**src/rtl/lsf_pkg.sv**
```systemverilog
// ----------------------------------------------------------------------------
// lsf_pkg
// Shared widths, register indexes and word types of the Laplacian sharpen
// filter.
// ----------------------------------------------------------------------------
package lsf_pkg;

  localparam int MAX_WIDTH_DEF = 2048;
  localparam int CFG_W         = 12;
  localparam int PIX_W         = 8;
  localparam int ROW_W         = 12;
  localparam int COL_W         = 11;
  localparam int TDATA_W       = 32;
  localparam int MIN_DIM       = 3;
  localparam int WIDTH_RESET   = 640;
  localparam int HEIGHT_RESET  = 480;
  localparam int OQ_DEPTH      = 4;

  typedef enum logic [0:0] {
    REG_FRAME_WIDTH  = 1'b0,
    REG_FRAME_HEIGHT = 1'b1
  } cfg_reg_t;

  // Neighborhood taps read from the line store.
  typedef struct packed {
    logic [PIX_W-1:0] center;
    logic [PIX_W-1:0] up;
    logic [PIX_W-1:0] right;
  } lsf_taps_t;

  // One result word.
  typedef struct packed {
    logic [PIX_W-1:0] sharpened;
    logic [ROW_W-1:0] row;
    logic [COL_W-1:0] col;
    logic             last;
    logic             frame_done;
  } lsf_result_t;

endpackage

```
**src/rtl/lsf_out_fifo.sv**
```systemverilog
// ----------------------------------------------------------------------------
// lsf_out_fifo
// Small result queue: takes one or two words per cycle, gives one word per
// cycle to the output stream while it is ready.
// ----------------------------------------------------------------------------
module lsf_out_fifo (
  input  logic                 clk,
  input  logic                 rst,
  input  logic                 push,
  input  logic                 push_two,
  input  lsf_pkg::lsf_result_t in_a,
  input  lsf_pkg::lsf_result_t in_b,
  output logic                 space_two,
  output logic                 out_valid,
  input  logic                 out_ready,
  output lsf_pkg::lsf_result_t out_data
);
  import lsf_pkg::*;

  localparam int PTR_W = $clog2(OQ_DEPTH);
  localparam int CNT_W = $clog2(OQ_DEPTH + 1);

  lsf_result_t      q [OQ_DEPTH];
  logic [PTR_W-1:0] wr_ptr;
  logic [PTR_W-1:0] rd_ptr;
  logic [CNT_W-1:0] count;
  logic [CNT_W-1:0] count_next;
  logic [1:0]       n_push;
  logic             pop;

  assign out_valid = (count != '0);
  assign out_data  = q[rd_ptr];
  assign space_two = (count <= CNT_W'(OQ_DEPTH - 2));
  assign pop       = out_valid && out_ready;

  always_comb begin
    n_push     = push ? (push_two ? 2'd2 : 2'd1) : 2'd0;
    count_next = count + CNT_W'(n_push) - CNT_W'(pop);
  end

  always_ff @(posedge clk) begin
    if (rst) begin
      wr_ptr <= '0;
      rd_ptr <= '0;
      count  <= '0;
    end else begin
      wr_ptr <= wr_ptr + PTR_W'(n_push);
      rd_ptr <= rd_ptr + PTR_W'(pop);
      count  <= count_next;
    end
  end

  always_ff @(posedge clk) begin
    if (push) begin
      q[wr_ptr] <= in_a;
      if (push_two) begin
        q[wr_ptr + PTR_W'(1)] <= in_b;
      end
    end
  end

endmodule

```
**config.mk**
```make
export PLATFORM = sky130hd
export DESIGN_NAME = lsf_out_fifo
export DESIGN_NICKNAME = d
export VERILOG_FILES = /design/src/rtl/lsf_pkg.sv /design/src/rtl/lsf_out_fifo.sv
export SDC_FILE = /design/constraint.sdc
export NUM_CORES = 1
export LEC_CHECK = 0
export BUFFER_PORTS_ARGS = -buffer_cell sky130_fd_sc_hd__buf_2
export CAP_MARGIN = 0
export CORE_AREA = 5 5 131 133
export CTS_CLUSTER_SIZE = 12
export DETAILED_ROUTE_END_ITERATION = 8
export DIE_AREA = 0 0 136 138
export PLACE_DENSITY = 0.7
export SYNTH_ARGS = -nofsm -noshare
export SYNTH_HDL_FRONTEND = slang
export SYNTH_SLANG_ARGS = --single-unit
```
**constraint.sdc**
```tcl
create_clock -name clk -period 3.8 [get_ports clk]
set_input_delay 0.38 -clock clk [delete_from_list [all_inputs] [get_ports clk]]
set_output_delay 0.38 -clock clk [all_outputs]
set_load 0.05 [all_outputs]
```
==> results of run 1 <==
==> final cells by class <==
type | count | area [µm²]
Clock buffer | 20 | 437
Clock inverter | 11 | 104
Fill cell | 1299 | 7530
Inverter | 3 | 11.3
Multi-Input combinational cell | 206 | 2700
Sequential cell | 139 | 4110
Tap cell | 216 | 270
Timing Repair Buffer | 109 | 556
==> logic make-up (layout without fill, tap and decap cells) <==
kind of cell,Yosys count,count (layout),share of synthesized area
xor gates and xnor gates,5,5,0.00626
AOI/OAI and AO/OA,6,6,0.00519
and+or+nand+nor,26,26,0.0284
buffers and inverters,27,143,0.0308
DFF,139,139,0.586
adders and majority gates,4,4,0.00823
muxes,165,165,0.335
==> worst reg2reg max path: cells and delay by family (launching register included) <==
family / cells / cell delay [ps]
AND/OR/NAND/NOR: 1 / 660
flip-flops: 1 / 630
buffers and inverters: 1 / 500
multiplexers: 1 / 330
==> per-stage QoR <==
stage,instances,hold WS (ps),total power [mW],instance area [µm²],setup slack [ps]
global route,704,231,5.10,8190,900
floorplan,372,452,3.08,7000,1160
global placement,673,530,3.40,7650,1450
CTS,704,208,4.95,8190,1020
finish,704,231,4.90,8190,1100
detailed placement,673,548,3.42,7650,1400
==> layout by cell type, fill, tap and decap left out, types with 4 or more instances in the layout <==
master	instances
nor2_1	4
buf_2	105
mux2_4	30
buf_4	4
dfxtp_1	5
clkinv_2	5
clkbuf_16	17
edfxtp_1	132
mux4_2	33
nor2b_1	4
mux2_2	102
==> worst paths after layout <==
kind | start | to | slack [ps] | cells past startpoint
setup reg to reg | wr_ptr[1]$_SDFF_PP0_ | q[0][31]$_DFFE_PP_ | 1430 | 3
hold / removal | rst | wr_ptr[1]$_SDFF_PP0_ | 230 | 2
setup / recovery | rd_ptr[0]$_SDFF_PP0_ | out_data[10] | 1100 | 3
hold reg to reg | count[2]$_SDFF_PP0_ | count[2]$_SDFF_PP0_ | 560 | 2
==> routing by layer <==
layer	share of wire	routed length [µm]	vias to the layer above	global-route usage
li1	-	-	1712	-
met1	0.42	6250	1887	0.207
met2	0.52	7730	91	0.283
met3	0.051	766	22	0.0475
met4	0.017	250	2	0.0562
met5	0.00047	7	-	0
==> flip-flops by register name (all words and copies together) (netlist names) <==
signal,cells
rd_ptr,2
count,3
q,132
wr_ptr,2
==> where the power goes <==
part           internal, mW  switching (mW)
clock network         0.947           0.592
logic                 0.522           0.897
registers              1.82           0.125
==> summary.txt, run 1 <==
Cell count after synthesis: 372
Max cap viols: 0
CTS tree: done
Slowest cell on the critical path: dfxtp_2
Vias/cell: 5.28
CP Class: reg2out
Flops & latches, synth: 139
Post-cts sizing count: 0
Post-route minimum period: 2700 ps
Gpl congestion: 0.733
Gr ovfl total: 0
Commonest cells in the netlist: 132 x edfxtp_1, 102 x mux2_2, 33 x mux4_2
Crit path DAT: 2320 ps
Mean post-synth cell area: 18.8 µm²
Clock Latency Late Sink: 410 ps
CTS Hold Bufs: 0
Number of flops mapped to enable cells by yosys: 132
CP cell instances: buf_4 > mux4_2 > buf_2
First-pass GRT wire length: 23600 µm
DRC viols: 0
Synth area leader: edfxtp_1
Buffers & Inverters on Critical Path: 2
P&R area growth vs syn: 17.0%
CTS root buffer: clkbuf_16
Number of global-route vias before repair: 4228
Post-CTS Setup Inserts: 0
Crit path required time: 3420 ps
Clock slew at reported path FFs: 50 ps
Clock Sinks: 139
Leakage power: 3.00 nW
CTS buffer count: 17
Hold WC Path Type: in2reg
Sum Neg Setup Slack: 0 ps
Die area: 0.0188 mm²
Initial Util: 0.445
Share of synthesized registers carrying an async set or reset: 0
Iteration-0 DRC Markers: 170
Drt wl/cell: 21.3 µm
Initial antenna violation count: 1
Clock Path Buffers: 2
Synth top area share: 0.566
Mapped cell area: 0.00700 mm²
Number of diodes: 0
Sequential area share after synthesis: 0.586
Least-Margin Pin Slew: 1170 ps
Vias post-DR: 3714
Pwr Density: 599 mW/mm²
Post-synth top flop: edfxtp_1
Syn nets: 447
Die width: 136 µm
Core area: 0.0157 mm²
Post-route ant nets: 0
Std cell rows: 46
Outcome: finished clean
Post-layout util: 0.521
CP Capture Type: output port
RSZ-0062 raised after global routing: no
Fin crit share: 0.711
Worst VDD drop: 457 µV
Max FO, Critical Path: 19
FMAX: 370 MHz
Final hold vios: 0
Distinct cells, synth: 32
Critical path's top delay family: flip-flops
Setup violators final: 0
Routed WL: 15000 µm
Final nets: 551
Tot GR Track Use: 0.168
Synth top area cells: edfxtp_1 57%, mux2_2 16%, mux4_2 11%, mux2_4 6.4%, dfxtp_1 2.0%
HPWL Detailed: 9310 µm
Startpoint types: flop
Max Slew Vio Count: 0
Count leader, synth: edfxtp_1
Largest net degree at the start of global routing: 35
Max_slew headroom: 0.215
Io pins: 106
Crit-path max cell delay: 780 ps
Synth Warn #: 0
CTS H-tree lvls: 4
Port bufs: 105
Setup Skew: 7.12 ps
Share of cells above drive strength 1: 0.641
Drt pass-1 iters: 4
Die Y-Extent: 138 µm
Power figures use the tool's default switching activity.
==> run 2, diff against run 1 <==
--- a/config.mk
+++ b/config.mk
@@ -5,12 +5,13 @@
 export SDC_FILE = /design/constraint.sdc
 export NUM_CORES = 1
 export LEC_CHECK = 0
+export ABC_AREA = 1
 export BUFFER_PORTS_ARGS = -buffer_cell sky130_fd_sc_hd__buf_2
 export CAP_MARGIN = 0
-export CORE_AREA = 5 5 131 133
+export CORE_AREA = 5 5 130 132
 export CTS_CLUSTER_SIZE = 12
 export DETAILED_ROUTE_END_ITERATION = 8
-export DIE_AREA = 0 0 136 138
+export DIE_AREA = 0 0 135 137
 export PLACE_DENSITY = 0.7
 export SYNTH_ARGS = -nofsm -noshare
 export SYNTH_HDL_FRONTEND = slang
==> constraint.sdc (replaced) <==
create_clock -name clk -period 2.7 [get_ports clk]
set_input_delay 0.27 -clock clk [delete_from_list [all_inputs] [get_ports clk]]
set_output_delay 0.27 -clock clk [all_outputs]
set_load 0.05 [all_outputs]
==> run 2 against run 1 <==
Effect of this change: clock power grew 56%; critical path type unchanged; critical endpoint is now out_data[16]; worst setup slack lost 630 ps; power grew 46%.
==> summary.txt, run 2 <==
Met2 Track Usage GR: 0.320 (+0.0367)
Max FO, Critical Path: 18 (-1)
FF-to-FF path depth: 3 (unchanged)
Clock Sinks: 139 (unchanged)
Biggest regs: q: 132 flops, count: 3 flops
Final nets: 877 (+59%)
Met1 GRT Util: 0.238 (+0.0313)
CP Class: reg2out
Share of synthesized registers carrying an async set or reset: 0 (unchanged)
CP Capture Type: output port
Port bufs: 105 (unchanged)
Die Y-Extent: 137 µm (-0.72%)
Clock Latency Late Sink: 420 ps (about the same)
Sum Neg Setup Slack: 0 ps (unchanged)
CTS Hold Bufs: 0 (unchanged)
Hold path startpoint: rst
Fin crit share: 0.826
Initial antenna violation count: 1 (unchanged)
Crit path required time: 2430 ps (-990 ps)
Grt peak-use layer: met2
Flops & latches, synth: 139 (unchanged)
Die width: 135 µm (-0.74%)
Synth area leader: edfxtp_1
Fin Hold WS: 58.9 ps (-172 ps)
Distinct cells, synth: 27 (-16%)
Cell count after synthesis: 709 (+91%)
Io pins: 106 (unchanged)
Mean post-synth cell area: 9.70 µm² (-48%)
Met3 GRT Util: 0.0471 (-0.000474)
Hold WC Path Type: in2reg
Clock Path Buffers: 2 (unchanged)
Gr ovfl total: 0 (unchanged)
Std cell rows: 46 (unchanged)
Number of global-route vias before repair: 5115 (+21%)
Crit path DAT: 1960 ps (-360 ps)
Synth top area share: 0.576 (+0.00979)
Total power: 7.17 mW (+46%)
RSZ-0062 raised after global routing: no
Synth Warn #: 0 (unchanged)
Die area: 0.0185 mm² (-1.5%)
Routed WL: 16700 µm (+12%)
Setup Skew: 3.71 ps (-3.41 ps)
Max Slew Vio Count: 0 (unchanged)
Post-synth top flop: edfxtp_1
Share of cells above drive strength 1: 0.231 (-0.411)
CTS root buffer: clkbuf_16
Count leader, synth: nand2_1
Commonest non-fill, non-tap cell in the layout: nand2_1
DRC viols: 0 (unchanged)
Clock slew at reported path FFs: 60 ps (about the same)
Vias post-DR: 5340 (+44%)
CTS tree: done
Post-cts sizing count: 0 (unchanged)
First-pass GRT wire length: 26600 µm (+13%)
Post-CTS Setup Inserts: 0 (unchanged)
Setup violators final: 0 (unchanged)
Drt pass-1 iters: 7 (+3)
Syn nets: 784 (+75%)
Vias/cell: 5.18 (-1.8%)
FMAX: 449 MHz
Max reg flops: 132 (unchanged)
Number of diodes: 0 (unchanged)
CTS H-tree lvls: 4 (unchanged)
Commonest cells in the netlist: 146 x nand2_1, 132 x edfxtp_1, 95 x o21ai_1
Gpl congestion: 0.799 (+9.1%)
Max cap viols: 0 (unchanged)
P&R area growth vs syn: 18.3%
Reg2reg start: wr_ptr[0]$_SDFF_PP0_
Iteration-0 DRC Markers: 418 (+150%)
Core area: 0.0156 mm² (-0.73%)
Least-Margin Pin Slew: 1040 ps (-133 ps)
Initial Util: 0.441 (-0.00433)
Worst VDD drop: 504 µV (+10%)
Startpoint types: flop
Post-route minimum period: 2230 ps
Leakage power: 3.40 nW (+13%)
Post-route ant nets: 0 (unchanged)
CTS buffer count: 17 (unchanged)
Synth top area cells: edfxtp_1 58%, nand2_1 8.0%, o21ai_1 6.9%, o21ai_0 6.5%, nor2_1 4.1%
Most frequent cells in the layout: 143 x nand2_1, 132 x edfxtp_1, 105 x buf_2, 95 x o21ai_1, 88 x o21ai_0
Pwr Density: 881 mW/mm² (+47%)
Worst reg-to-reg setup slack: 650 ps (-780 ps)
Hold path cells: 2 (unchanged)
Number of flops mapped to enable cells by yosys: 132 (unchanged)
Largest net degree at the start of global routing: 67 (+91%)
WHS Endpoint: count[0]$_SDFF_PP0_
HPWL Detailed: 10600 µm (+14%)
CP Launch Point: rd_ptr[1]$_SDFF_PP0_
Outcome: finished clean
Drt wl/cell: 16.2 µm (-24%)
Tot GR Track Use: 0.188 (+0.0207)
Sequential area share after synthesis: 0.597 (+0.0101)
RR Endpoint: q[3][22]$_DFFE_PP_
Max_slew headroom: 0.304 (+0.0880)
Biggest register: q
Final hold vios: 0 (unchanged)
Mapped cell area: 0.00688 mm² (-1.7%)
-- run 2: cell count changes in the layout (fill, tap and decap cells not counted), moves of 5 or more --
cell	delta
nand2_1	+141
mux2_2	-102
o21ai_1	+95
o21ai_0	+86
nor2_1	+72
inv_1	+39
mux4_2	-33
o22ai_1	+33
mux2_4	-30
o21ai_2	+16
buf_4	+12
nand2_2	+7
inv_6	+5
-- run 2: worst max path at each step --
stage	slack, ps	to	depth (start not counted)
after detailed placement	640	q[3][22]$_DFFE_PP_	3
after CTS	440	out_data[16]	6
after global routing	330	out_data[5]	6
after floorplan	220	q[3][0]$_DFFE_PP_	2
final	470	out_data[16]	6
after global placement	690	q[3][30]$_DFFE_PP_	3
-- run 2: critical path: stages (launching register included) --
cell     delay, ps
dfxtp_1        310
buf_4          210
inv_1           90
buf_4          240
o21ai_0        120
o22ai_1        240
buf_2          320
-- run 2: layer usage --
layer | part of all wire | wire (µm)
met1 | 0.43 | 7120
met2 | 0.49 | 8270
met3 | 0.065 | 1090
met4 | 0.015 | 258
met5 | 0.00066 | 11
-- run 2: power by group --
group / switching, mW / leakage [nW] / total (mW) / internal [mW]
combinational: 1.64 / 1.81 / 2.16 / 0.517
sequential: 0.0482 / 1.28 / 2.60 / 2.56
clock: 0.935 / 0.301 / 2.40 / 1.47
total: 2.63 / 3.40 / 7.17 / 4.54
-- run 2: metrics by stage --
step | area (µm²) | std cells | util | setup slack (ps)
CTS | 8140 | 1031 | 0.522 | 445
floorplan | 6880 | 709 | - | 218
detailed placement | 7520 | 999 | 0.482 | 639
finish | 8140 | 1031 | 0.522 | 471
global route | 8140 | 1031 | 0.522 | 334
global placement | 7520 | 999 | 0.482 | 686
-- run 2: kinds of logic (layout without fill, tap and decap cells) --
group / count (synthesis) / in the layout / share of synthesized area
AOI/OAI and AO/OA: 235 / 235 / 0.186
and+or+nand+nor: 234 / 234 / 0.133
DFF: 139 / 139 / 0.597
buffers and inverters: 95 / 201 / 0.0735
adders and majority gates: 4 / 4 / 0.00837
xor gates and xnor gates: 2 / 2 / 0.00255
-- run 2: area by class of cell --
cell class	count	area, µm²
Clock inverter	15	185
Multi-Input combinational cell	475	2290
Fill cell	1404	7460
Timing Repair Buffer	123	686
Inverter	46	175
Tap cell	216	270
Sequential cell	139	4110
Clock buffer	17	425
==> run 3, diff against run 2 <==
--- a/config.mk
+++ b/config.mk
@@ -5,13 +5,13 @@
 export SDC_FILE = /design/constraint.sdc
 export NUM_CORES = 1
 export LEC_CHECK = 0
-export ABC_AREA = 1
+export ABC_AREA = 0
 export BUFFER_PORTS_ARGS = -buffer_cell sky130_fd_sc_hd__buf_2
 export CAP_MARGIN = 0
-export CORE_AREA = 5 5 130 132
+export CORE_AREA = 5 5 131 133
 export CTS_CLUSTER_SIZE = 12
 export DETAILED_ROUTE_END_ITERATION = 8
-export DIE_AREA = 0 0 135 137
+export DIE_AREA = 0 0 136 138
 export PLACE_DENSITY = 0.7
 export SYNTH_ARGS = -nofsm -noshare
 export SYNTH_HDL_FRONTEND = slang
==> constraint.sdc (replaced) <==
create_clock -name clk -period 2.1 [get_ports clk]
set_input_delay 0.21 -clock clk [delete_from_list [all_inputs] [get_ports clk]]
set_output_delay 0.21 -clock clk [all_outputs]
set_load 0.05 [all_outputs]
==> run 3 against run 2 <==
Effect of this change: sequential power up 30%; cell count down 30%; clock skew up 2.4 ps; wire length down 10%; global-route usage down 2.2 points; critical endpoint is now out_data[30]; highest routed layer unchanged.
==> summary.txt, run 3 (synthesis gave the netlist of run 1 again) <==
Port bufs: 105 (unchanged)
Biggest regs: q: 132 flops, count: 3 flops
Post-cts sizing count: 0 (unchanged)
Most frequent cells in the layout: 132 x edfxtp_1, 105 x buf_2, 102 x mux2_2, 33 x mux4_2, 30 x mux2_4
Biggest register: q
DRC viols: 0 (unchanged)
Initial antenna violation count: 3 (+2)
Critical path's top delay family: multiplexers
Number of global-route vias before repair: 4198 (-18%)
Die width: 136 µm (+0.74%)
Post-layout util: 0.536 (+0.0139)
Gpl congestion: 0.738 (-7.7%)
Max Slew Vio Count: 0 (unchanged)
CTS Hold Bufs: 0 (unchanged)
Leakage power: 3.11 nW (-8.6%)
Vias post-DR: 3795 (-29%)
Fin crit share: 0.957
Total power: 8.92 mW (+24%)
CTS buffer count: 17 (unchanged)
CTS H-tree lvls: 4 (unchanged)
HPWL Detailed: 9320 µm (-12%)
Crit-path max cell delay: 550 ps (+230 ps)
Sum Neg Setup Slack: 0 ps (unchanged)
Reg area: 0.00411 mm² (about the same)
Vias/cell: 5.25 (+1.3%)
Final hold vios: 0 (unchanged)
Drt pass-1 iters: 4 (-3)
CP cell instances: buf_12 > mux4_2 > buf_2
Std cell rows: 46 (unchanged)
Least-Margin Pin Slew: 606 ps (-434 ps)
Worst VDD drop: 593 µV (+18%)
P&R area growth vs syn: 20.2%
Share of cells above drive strength 1: 0.657 (+0.426)
Routed WL: 15000 µm (-10%)
Multi-input combinational cell area: 0.00270 mm² (+18%)
Initial Util: 0.445 (+0.00433)
FMAX: 498 MHz
Crit path DAT: 1800 ps (-160 ps)
CTS root buffer: clkbuf_16
CTS tree: done
Clock Latency Late Sink: 410 ps (about the same)
Die area: 0.0188 mm² (+1.5%)
Gr ovfl total: 0 (unchanged)
Post-route minimum period: 2010 ps
Crit path required time: 1890 ps (-540 ps)
Final nets: 566 (-35%)
PnR worst setup slack: 91.1 ps (-380 ps)
Outcome: finished clean
Drt wl/cell: 20.8 µm (+28%)
Max FO, Critical Path: 18 (unchanged)
Clock slew at reported path FFs: 60 ps (about the same)
Commonest non-fill, non-tap cell in the layout: edfxtp_1
Clock Sinks: 139 (unchanged)
Core area: 0.0157 mm² (+0.74%)
Buffers & Inverters on Critical Path: 2 (-2)
Max cap viols: 0 (unchanged)
CP Capture Type: output port
Dpl ws: 129 ps (-510 ps)
First-pass GRT wire length: 23300 µm (-12%)
Die Y-Extent: 138 µm (+0.73%)
Max reg flops: 132 (unchanged)
Hold WC Path Type: in2reg
Post-route ant nets: 0 (unchanged)
Cells after DPL: 688 (-31%)
Max_slew headroom: 0.591 (+0.288)
Pwr Density: 1060 mW/mm² (+20%)
Post-CTS Setup Inserts: 0 (unchanged)
Fillcell total: 1275 (-9.2%)
RSZ-0062 raised after global routing: no
Clock Path Buffers: 2 (unchanged)
Setup violators final: 0 (unchanged)
Tot GR Track Use: 0.166 (-0.0220)
Largest net degree at the start of global routing: 34 (-49%)
Final Non-Filler Cells: 723 (-30%)
Startpoint types: flop
Setup Skew: 6.10 ps (+2.39 ps)
Iteration-0 DRC Markers: 156 (-63%)
Io pins: 106 (unchanged)
Slowest cell on the critical path: mux4_2
CP Class: reg2out
run 3: changes by cell type in the layout (fill, tap and decap cells not counted), moves of 6 or more:
cell	change
nor2_1	-72
o21ai_2	-16
nand2_2	-7
buf_4	-6
o21ai_0	-86
o21ai_1	-95
mux2_4	+30
mux4_2	+33
mux2_2	+102
buf_12	+7
inv_1	-39
o22ai_1	-33
nand2_1	-141
run 3: worst register-to-register path, cell delays in order, from the launching register on:
cell	delay, ps
dfxtp_1	340
o31ai_1	300
or2_2	190
nand2_1	60
ha_1	190
fa_1	370
xor2_1	180
and2_1	160
nor3_1	110
run 3: worst paths after layout:
kind	start	to	depth (start not counted)	slack, ps
setup / recovery	rd_ptr[0]$_SDFF_PP0_	out_data[30]	3	90
setup reg to reg	count[2]$_SDFF_PP0_	count[2]$_SDFF_PP0_	8	130
hold reg to reg	count[2]$_SDFF_PP0_	count[2]$_SDFF_PP0_	2	540
hold / removal	rst	count[1]$_SDFF_PP0_	2	60
run 3: per-stage QoR:
stage | area (µm²) | hold WS [ps]
4_1_cts | 8410 | 49.4
6_report | 8410 | 64.6
3_5_place_dp | 7870 | 494
5_1_grt | 8410 | 64.8
3_3_place_gp | 7870 | 488
2_1_floorplan | 7000 | 282
run 3: power breakdown:
part,internal [mW],total [mW],switching [mW]
Sequential,3.29,3.38,0.0860
Combinational,1.04,2.84,1.80
Clock,1.60,2.70,1.10
Total,5.93,8.92,2.98
run 3: per-layer routing:
metal,part of all wire,track usage
met5,0.00093,0
met4,0.013,0.0430
met3,0.059,0.0581
met2,0.51,0.280
met1,0.42,0.204
run 3: cell type report:
cell class	instances	area share
Tap cell	216	0.0321
Antenna cell	3	0.000892
Sequential cell	139	0.488
Clock inverter	14	0.0126
Inverter	3	0.00134
Clock buffer	18	0.0510
Timing Repair Buffer	124	0.0928
Multi-Input combinational cell	206	0.321
